### src/hdl/opt_pkg.sv
// Shared types and constants for the ordered pair table.
`timescale 1ns / 1ps

package opt_pkg;

  localparam int CAPACITY     = 16;
  localparam int TYPE_WIDTH   = 8;
  localparam int ENTITY_WIDTH = 16;
  localparam int IDX_W        = (CAPACITY > 1) ? $clog2(CAPACITY) : 1;
  localparam int CNT_W        = $clog2(CAPACITY + 1);

  localparam logic [1:0] OP_ADD    = 2'd0;
  localparam logic [1:0] OP_REMOVE = 2'd1;
  localparam logic [1:0] OP_PAIR   = 2'd2;
  localparam logic [1:0] OP_HALF   = 2'd3;

  typedef struct packed {
    logic [1:0]              operation;
    logic [TYPE_WIDTH-1:0]   type_a;
    logic [TYPE_WIDTH-1:0]   type_b;
    logic [ENTITY_WIDTH-1:0] entity_a;
    logic [ENTITY_WIDTH-1:0] entity_b;
  } item_t;

  typedef struct packed {
    logic                    found;
    logic [ENTITY_WIDTH-1:0] entity_low_side;
    logic [ENTITY_WIDTH-1:0] entity_high_side;
    logic [ENTITY_WIDTH-1:0] entity_half;
    logic                    nonempty;
    logic                    overflow;
  } result_t;

  typedef struct packed {
    logic [TYPE_WIDTH-1:0]   type_low;
    logic [TYPE_WIDTH-1:0]   type_high;
    logic [ENTITY_WIDTH-1:0] entity_low;
    logic [ENTITY_WIDTH-1:0] entity_high;
  } entry_t;

endpackage

### src/hdl/opt_store.sv
// Entry memory: one write port and one registered read port.
`timescale 1ns / 1ps

module opt_store (
  input  logic                     clk,
  input  logic                     wr_en,
  input  logic [opt_pkg::IDX_W-1:0] wr_addr,
  input  opt_pkg::entry_t          wr_entry,
  input  logic [opt_pkg::IDX_W-1:0] rd_addr,
  output opt_pkg::entry_t          rd_entry
);
  import opt_pkg::*;

  entry_t mem [CAPACITY];

  always_ff @(posedge clk) begin
    if (wr_en) begin
      mem[wr_addr] <= wr_entry;
    end
    rd_entry <= mem[rd_addr];
  end

endmodule

### src/hdl/ordered_pair_table.sv
// Ordered pair table: top level with the scan and shift sequencer.
// A lookup makes one memory read per entry until it finds a match; a remove
// scans to the match and then moves each later entry down one slot.
// One transaction is processed at a time; the result register lets the next
// transaction be accepted while a result is still waiting. Reset empties the
// table and sets the miss value to all ones; the memory itself is not cleared.
`timescale 1ns / 1ps

module ordered_pair_table (
  input  logic                        clk,
  input  logic                        rst,
  input  logic                        item_valid,
  output logic                        item_stall,
  input  opt_pkg::item_t              item,
  output logic                        result_valid,
  input  logic                        result_stall,
  output opt_pkg::result_t            result,
  input  logic                        null_valid,
  output logic                        null_ready,
  input  logic [opt_pkg::ENTITY_WIDTH-1:0] null_data
);
  import opt_pkg::*;

  typedef enum logic [2:0] {S_IDLE, S_ADD, S_SCAN, S_SHIFT, S_DONE} state_t;

  state_t                  state;
  logic [1:0]              op;
  entry_t                  key;
  logic [TYPE_WIDTH-1:0]   half_key;
  logic [CNT_W-1:0]        cnt;
  logic [CNT_W-1:0]        idx;
  logic [CNT_W-1:0]        rd_pos;
  logic                    rd_vld;
  logic [ENTITY_WIDTH-1:0] null_value;
  result_t                 res;
  result_t                 result_next;
  entry_t                  canon;
  entry_t                  rd_entry;
  logic                    wr_en;
  logic [IDX_W-1:0]        wr_addr;
  entry_t                  wr_entry;
  logic [CNT_W-1:0]        pos_m1;
  logic                    hit;
  logic                    more;

  assign item_stall = (state != S_IDLE);
  assign null_ready = 1'b1;
  assign more       = (idx < cnt);
  assign pos_m1     = rd_pos - CNT_W'(1);

  always_comb begin
    if (item.type_a < item.type_b) begin
      canon = '{item.type_a, item.type_b, item.entity_a, item.entity_b};
    end else begin
      canon = '{item.type_b, item.type_a, item.entity_b, item.entity_a};
    end
  end

  always_comb begin
    case (op)
      OP_REMOVE: hit = (rd_entry == key);
      OP_PAIR:   hit = (rd_entry.type_low == key.type_low) &&
                       (rd_entry.type_high == key.type_high);
      OP_HALF:   hit = (rd_entry.type_low == half_key) ||
                       (rd_entry.type_high == half_key);
      default:   hit = 1'b0;
    endcase
  end

  always_comb begin
    wr_en    = 1'b0;
    wr_addr  = pos_m1[IDX_W-1:0];
    wr_entry = rd_entry;
    if (state == S_ADD) begin
      wr_en    = (cnt != CNT_W'(CAPACITY));
      wr_addr  = cnt[IDX_W-1:0];
      wr_entry = key;
    end else if (state == S_SHIFT) begin
      wr_en = rd_vld;
    end
  end

  always_comb begin
    result_next          = res;
    result_next.nonempty = (cnt != '0);
  end

  opt_store u_store (
    .clk      (clk),
    .wr_en    (wr_en),
    .wr_addr  (wr_addr),
    .wr_entry (wr_entry),
    .rd_addr  (idx[IDX_W-1:0]),
    .rd_entry (rd_entry)
  );

  always_ff @(posedge clk) begin
    if (rst) begin
      null_value <= '1;
    end else if (null_valid && null_ready) begin
      null_value <= null_data;
    end
  end

  always_ff @(posedge clk) begin
    if (rst) begin
      state        <= S_IDLE;
      cnt          <= '0;
      idx          <= '0;
      rd_vld       <= 1'b0;
      result_valid <= 1'b0;
    end else begin
      // The done state decides the result flag itself when it is active.
      if (!result_stall && state != S_DONE) begin
        result_valid <= 1'b0;
      end
      case (state)
        S_IDLE: begin
          if (item_valid) begin
            op       <= item.operation;
            key      <= canon;
            half_key <= item.type_a;
            idx      <= '0;
            rd_vld   <= 1'b0;
            res      <= '{1'b0, null_value, null_value, null_value, 1'b0, 1'b0};
            state    <= (item.operation == OP_ADD) ? S_ADD : S_SCAN;
          end
        end
        S_ADD: begin
          if (cnt == CNT_W'(CAPACITY)) begin
            res.overflow <= 1'b1;
          end else begin
            cnt <= cnt + CNT_W'(1);
          end
          state <= S_DONE;
        end
        S_SCAN: begin
          if (rd_vld && hit) begin
            res.found <= 1'b1;
            rd_vld    <= 1'b0;
            if (op == OP_PAIR) begin
              res.entity_low_side  <= rd_entry.entity_low;
              res.entity_high_side <= rd_entry.entity_high;
            end
            if (op == OP_HALF) begin
              // The low side wins when both sides hold the key.
              res.entity_half <= (rd_entry.type_low == half_key) ?
                                 rd_entry.entity_low : rd_entry.entity_high;
            end
            if (op == OP_REMOVE) begin
              idx   <= rd_pos + CNT_W'(1);
              state <= S_SHIFT;
            end else begin
              state <= S_DONE;
            end
          end else if (!rd_vld && !more) begin
            state <= S_DONE;
          end else begin
            rd_vld <= more;
            rd_pos <= idx;
            if (more) begin
              idx <= idx + CNT_W'(1);
            end
          end
        end
        S_SHIFT: begin
          // Each entry read here is written one slot lower on the next cycle.
          if (!rd_vld && !more) begin
            cnt   <= cnt - CNT_W'(1);
            state <= S_DONE;
          end else begin
            rd_vld <= more;
            rd_pos <= idx;
            if (more) begin
              idx <= idx + CNT_W'(1);
            end
          end
        end
        S_DONE: begin
          if (!result_valid || !result_stall) begin
            result       <= result_next;
            result_valid <= 1'b1;
            state        <= S_IDLE;
          end
        end
        default: begin
          state <= S_IDLE;
        end
      endcase
    end
  end

  a_cnt_bound: assert property (@(posedge clk) disable iff (rst)
    cnt <= CNT_W'(CAPACITY))
    else $error("entry count exceeds capacity");

  a_shift_pos: assert property (@(posedge clk) disable iff (rst)
    (state == S_SHIFT && rd_vld) |-> (rd_pos != '0))
    else $error("shift writes below slot zero");

  a_ovf_excl: assert property (@(posedge clk) disable iff (rst)
    result_valid |-> !(result.overflow && result.found))
    else $error("overflow reported together with a match");

  a_busy: assert property (@(posedge clk) disable iff (rst)
    (item_valid && !item_stall) |=> (state != S_IDLE))
    else $error("accepted transaction not taken up");

endmodule
### config.mk
export PLATFORM = sky130hd
export DESIGN_NAME = ordered_pair_table
export DESIGN_NICKNAME = d
export VERILOG_FILES = /design/src/hdl/opt_pkg.sv /design/src/hdl/opt_store.sv /design/src/hdl/ordered_pair_table.sv
export SDC_FILE = /design/constraint.sdc
export NUM_CORES = 1
export LEC_CHECK = 0
export ABC_AREA = 1
export BUFFER_PORTS_ARGS = -buffer_cell sky130_fd_sc_hd__buf_2
export CORE_ASPECT_RATIO = 1.25
export CORE_UTILIZATION = 40
export DETAILED_ROUTE_END_ITERATION = 6
export SYNTH_ARGS = -nofsm -noshare
export SYNTH_HDL_FRONTEND = slang
export SYNTH_SLANG_ARGS = --single-unit
### constraint.sdc
create_clock -name clk -period 10.1 [get_ports clk]
set_clock_uncertainty 0.05 [all_clocks]
set_input_delay 0.505 -clock clk [delete_from_list [all_inputs] [get_ports clk]]
set_output_delay 0.505 -clock clk [all_outputs]
set_load 0.05 [all_outputs]
==> results <==
- The H-tree was split into 3 levels.
- The mean number of vias per cell is 5.31.
- The synthesized net count is 3346.
- Subtracting the final worst setup slack from the clock period gives 4170 ps.
- Final hold analysis gives a worst-case slack of 24.8 ps.
- For the worst-skew pair, the clock arrives at the later sink with an insertion delay of 680 ps.
- Dividing the synthesized area by the synthesized cell count gives 12.3 µm².
- The DRC violations left is 0.
- In the synthesized netlist the dominant register cell turns out to be edfxtp_1.
- The cell depth of the worst hold path is 3.
- The run finished with clean final reports.
- The cell chosen for the clock root is clkbuf_16.
- The first detailed-routing pass took 6 iterations.
- For this design the top-level I/O count stands at 125.
- Data on the critical path arrives at its endpoint at 4420 ps.
- The post-route netlist has 11.9% of its cells at a drive strength greater than 1.
- The count of warnings emitted by yosys is 0.
- The final number of hold-violating endpoints was 0.
- The data required time of the critical path is 10350 ps.
- The worst register-to-register path ends at u_store.mem[6][46]$_DFFE_PP_.
- The count of max-cap constraint violations is 0.
- The first global-routing pass estimated 151000 µm of wire.
- In this run the critical register-to-register path is launched from state[0]$_SDFFE_PP0P_.
- The layout overhead on the synthesized area is 14.0%.
- Entering global routing, the biggest net connects 174 pins.
- The total power is 8.73 mW.
- The register-to-register setup slack is 5930 ps.
- The routed wire length is 102000 µm.
- Detailed placement finished with a half-perimeter wire length of 59100 µm.
- Summing every instance area after synthesis gives 40200 µm².
- The number of buffers created by CTS is 95.
- In this run, post-CTS repair resized a total of 0 instances.
- The tightest slew margin relative to the limit is 20.4%.
- At the pin with the least slew margin, the transition time is 1190 ps.
- The final layout contains 3471 nets.
- The first routing iteration left 2277 violations.
- The post-detailed-route wirelength per cell is 21.4 µm.
- The maximum buffer depth of the clock tree is 3.
- In the final timing run, aggregate negative setup slack is 0 ps.
- Detailed routing inserted a total of 25400 vias.
- The count of buffers from port buffering is 123.
- The worst hold-check path type is in2reg.
- The TritonCTS clock tree is yes.
- CTS saw 1011 sinks.
- The final estimated routing congestion in global placement is 0.859.
- The kind of capture point of the worst setup path is a register.
- The die is 356 µm tall.
- Global routing used 19.9% of the available tracks.
- The gate count of the mapped netlist is 3257.
- Row generation in the floorplan step produced 129 rows.
- Setup violations remaining at the end of the flow were counted as 0.
- In this run the horizontal extent of the chip is 286 µm.
- In this run, distinct cell masters in the synthesized netlist total 43.
- In this run the remaining antenna-violating nets after routing total 0.
- Fill cells in the final layout number 8823.
- The worst-case vdd ir drop is 0.000149 V.
- The full die area is 102000 µm².
- The analysis attributes to cell leakage a power of 16.4 nW.
- Power spread over the standard cell area amounts to 191 nW/µm².
- The capture point of the worst path is u_store.mem[6][46]$_DFFE_PP_.
- The via count of the first global-routing pass came to 24300.
- The kind of launch point of the worst setup path is a register.
- Once the floorplan was initialized, standard cells occupied 40.5% of the core.
- The proportion of synthesized chip area in sequential cells is 73.5%.
- The share of the clock period used by the worst path after layout is 41.3%.
- Setup repair after global routing left no endpoint under its margin.
- Along the worst path, the maximum fanout reaches 40.
- Clock-pin slew was measured on the worst setup and hold paths at 60 ps.
- The share of async-settable or async-resettable flops after synthesis is 0%.
- After global routing the overflow that remains totals 0.
- The final count of pins violating max slew was 0.
- The fmax is 240 MHz.
- By startpoint and endpoint, the worst setup path is classified as reg2reg.
- The synthesized design contains 1011 register bits.
- The standard cell core area is 99300 µm².
- The initial antenna violation count is 5.
- The number of synthesized flops with an enable pin is 932.
- The launching instance or port of the critical path is state[0]$_SDFFE_PP0P_.
- The number of cells traversed by the worst register-to-register path is 9.
## report_power, final
part           internal [mW]  leakage [nW]  switching, mW
Sequential              4.67          9.06         0.0319
Combinational         0.0967          5.82          0.282
Clock                   2.08          1.55           1.58
Total                   6.84          16.4           1.89
## routing by layer
metal  track usage, %  share of wire, %  wire length, µm  vias to the layer above
met5                0                 0                0                        -
met2             33.4                48            49200                      942
met3             2.86               6.9             7050                      147
met1             26.0                42            42700                    12300
met4             7.66               3.2             3310                        0
li1                 -                 -                -                    12000
## repair_timing
| action | 4_1_cts | 5_1_grt |
|---|---|---|
| endpoints found under the hold margin | 18 | 0 |
| endpoints found under the setup margin | 0 | 0 |
| hold buffers | 18 | 0 |
| buffers inserted | 0 | 0 |
## metrics by stage
step | cells | utilization (%) | setup slack [ps] | area [µm²]
floorplan | 3257 | - | 4450 | 40200
global placement | 4577 | 42.8 | 5980 | 42400
finish | 4773 | 46.2 | 5930 | 45800
CTS | 4771 | 46.2 | 5930 | 45800
global route | 4771 | 46.2 | 5710 | 45800
detailed placement | 4577 | 42.8 | 5950 | 42400
## cells in the mapped netlist, types with 2 or more instances
master	instances	area [µm²]
inv_2	15	56.3
clkbuf_1	121	454
or2_1	2	12.5
o221ai_1	39	342
or2_2	4	25.0
xnor2_1	24	210
nor2_1	308	1160
nand3_1	119	596
dfxtp_1	79	1580
inv_1	128	480
nor2_2	5	31.3
edfxtp_1	932	28000
a221oi_1	57	499
buf_1	17	63.8
nand4_1	42	263
nand2_1	642	2410
o21ai_1	10	50.1
a21oi_2	5	43.8
xor2_1	20	175
ha_1	17	213
buf_2	42	210
nand2_4	3	33.8
o211ai_1	2	15.0
nor3_1	3	15.0
o22ai_1	58	363
nor2_4	3	33.8
o21ai_0	386	1930
a31oi_1	2	12.5
buf_4	5	37.5
a21oi_1	154	771
## cell families (layout without fill, tap and decap cells)
family / Yosys count / count (layout) / synth area share, %
flip-flops: 1011 / 1011 / 73.5
adder cells (fa/ha/maj): 18 / 18 / 0.579
buffers and inverters: 329 / 533 / 3.25
other: 1 / 3 / 0.00933
XOR/XNOR: 44 / 44 / 0.959
AND/OR/NAND/NOR: 1136 / 1136 / 11.5
AO/OA/AOI/OAI: 718 / 718 / 10.2
## sequential cells by signal, indices dropped and copies added (netlist names)
name / count
op: 2
half_key: 8
null_value: 16
result: 51
cnt: 5
u_store.mem: 768
idx: 5
result_valid: 1
res: 50
rd_pos: 5
u_store.rd_entry: 48
state: 3
key: 48
rd_vld: 1
## final cells by class
cell class | count | area (µm²) | area share [%]
clock buffers | 115 | 2510 | 5.48
clock inverters | 61 | 697 | 1.52
well taps | 1310 | 1640 | 3.58
repair buffers | 213 | 1360 | 2.97
flip-flops and latches | 1011 | 29600 | 64.5
multi-input cells | 1917 | 9500 | 20.7
diodes | 2 | 5.00 | 0.0109
inverters | 144 | 549 | 1.20
## worst min-delay path by stage
stage	startpoint	to
2_1_floorplan	res[0]$_SDFFCE_PP1P_	result[0]$_DFFE_PP_
3_3_place_gp	res[23]$_DFFE_PP_	result[23]$_DFFE_PP_
3_5_place_dp	res[17]$_DFFE_PP_	result[17]$_DFFE_PP_
4_1_cts	null_data[11]	null_value[11]$_SDFFE_PP1P_
5_1_grt	item[44]	half_key[4]$_DFFE_PP_
6_report	null_data[4]	null_value[4]$_SDFFE_PP1P_
## cells in the final DEF, fill, tap and decap left out, types with 7 or more instances in the layout
cell type,netlist,layout
a21oi_1,154,153
a221oi_1,57,57
buf_2,42,123
buf_4,5,70
bufinv_16,0,11
clkbuf_1,121,14
clkbuf_16,0,95
clkinv_1,1,16
clkinv_2,0,17
clkinvlp_4,0,7
dfxtp_1,79,75
dlygate4sd3_1,0,18
edfxtp_1,932,932
ha_1,17,17
inv_1,128,126
inv_2,15,16
nand2_1,642,640
nand3_1,119,119
nand4_1,42,42
nor2_1,308,289
nor2_4,3,21
o21ai_0,386,379
o21ai_1,10,17
o221ai_1,39,39
o22ai_1,58,58
xnor2_1,24,24
xor2_1,20,20
## critical path, cell delays in order, from the launching register on
cell     delay, ps
dfxtp_1        340
inv_1          100
nor2_1         190
nand2_4        230
inv_1          620
nand2_1        260
o21ai_1        310
nand3_1        410
nor2_4         590
buf_4          650
Note: power is estimated with default switching activity, not from simulation.
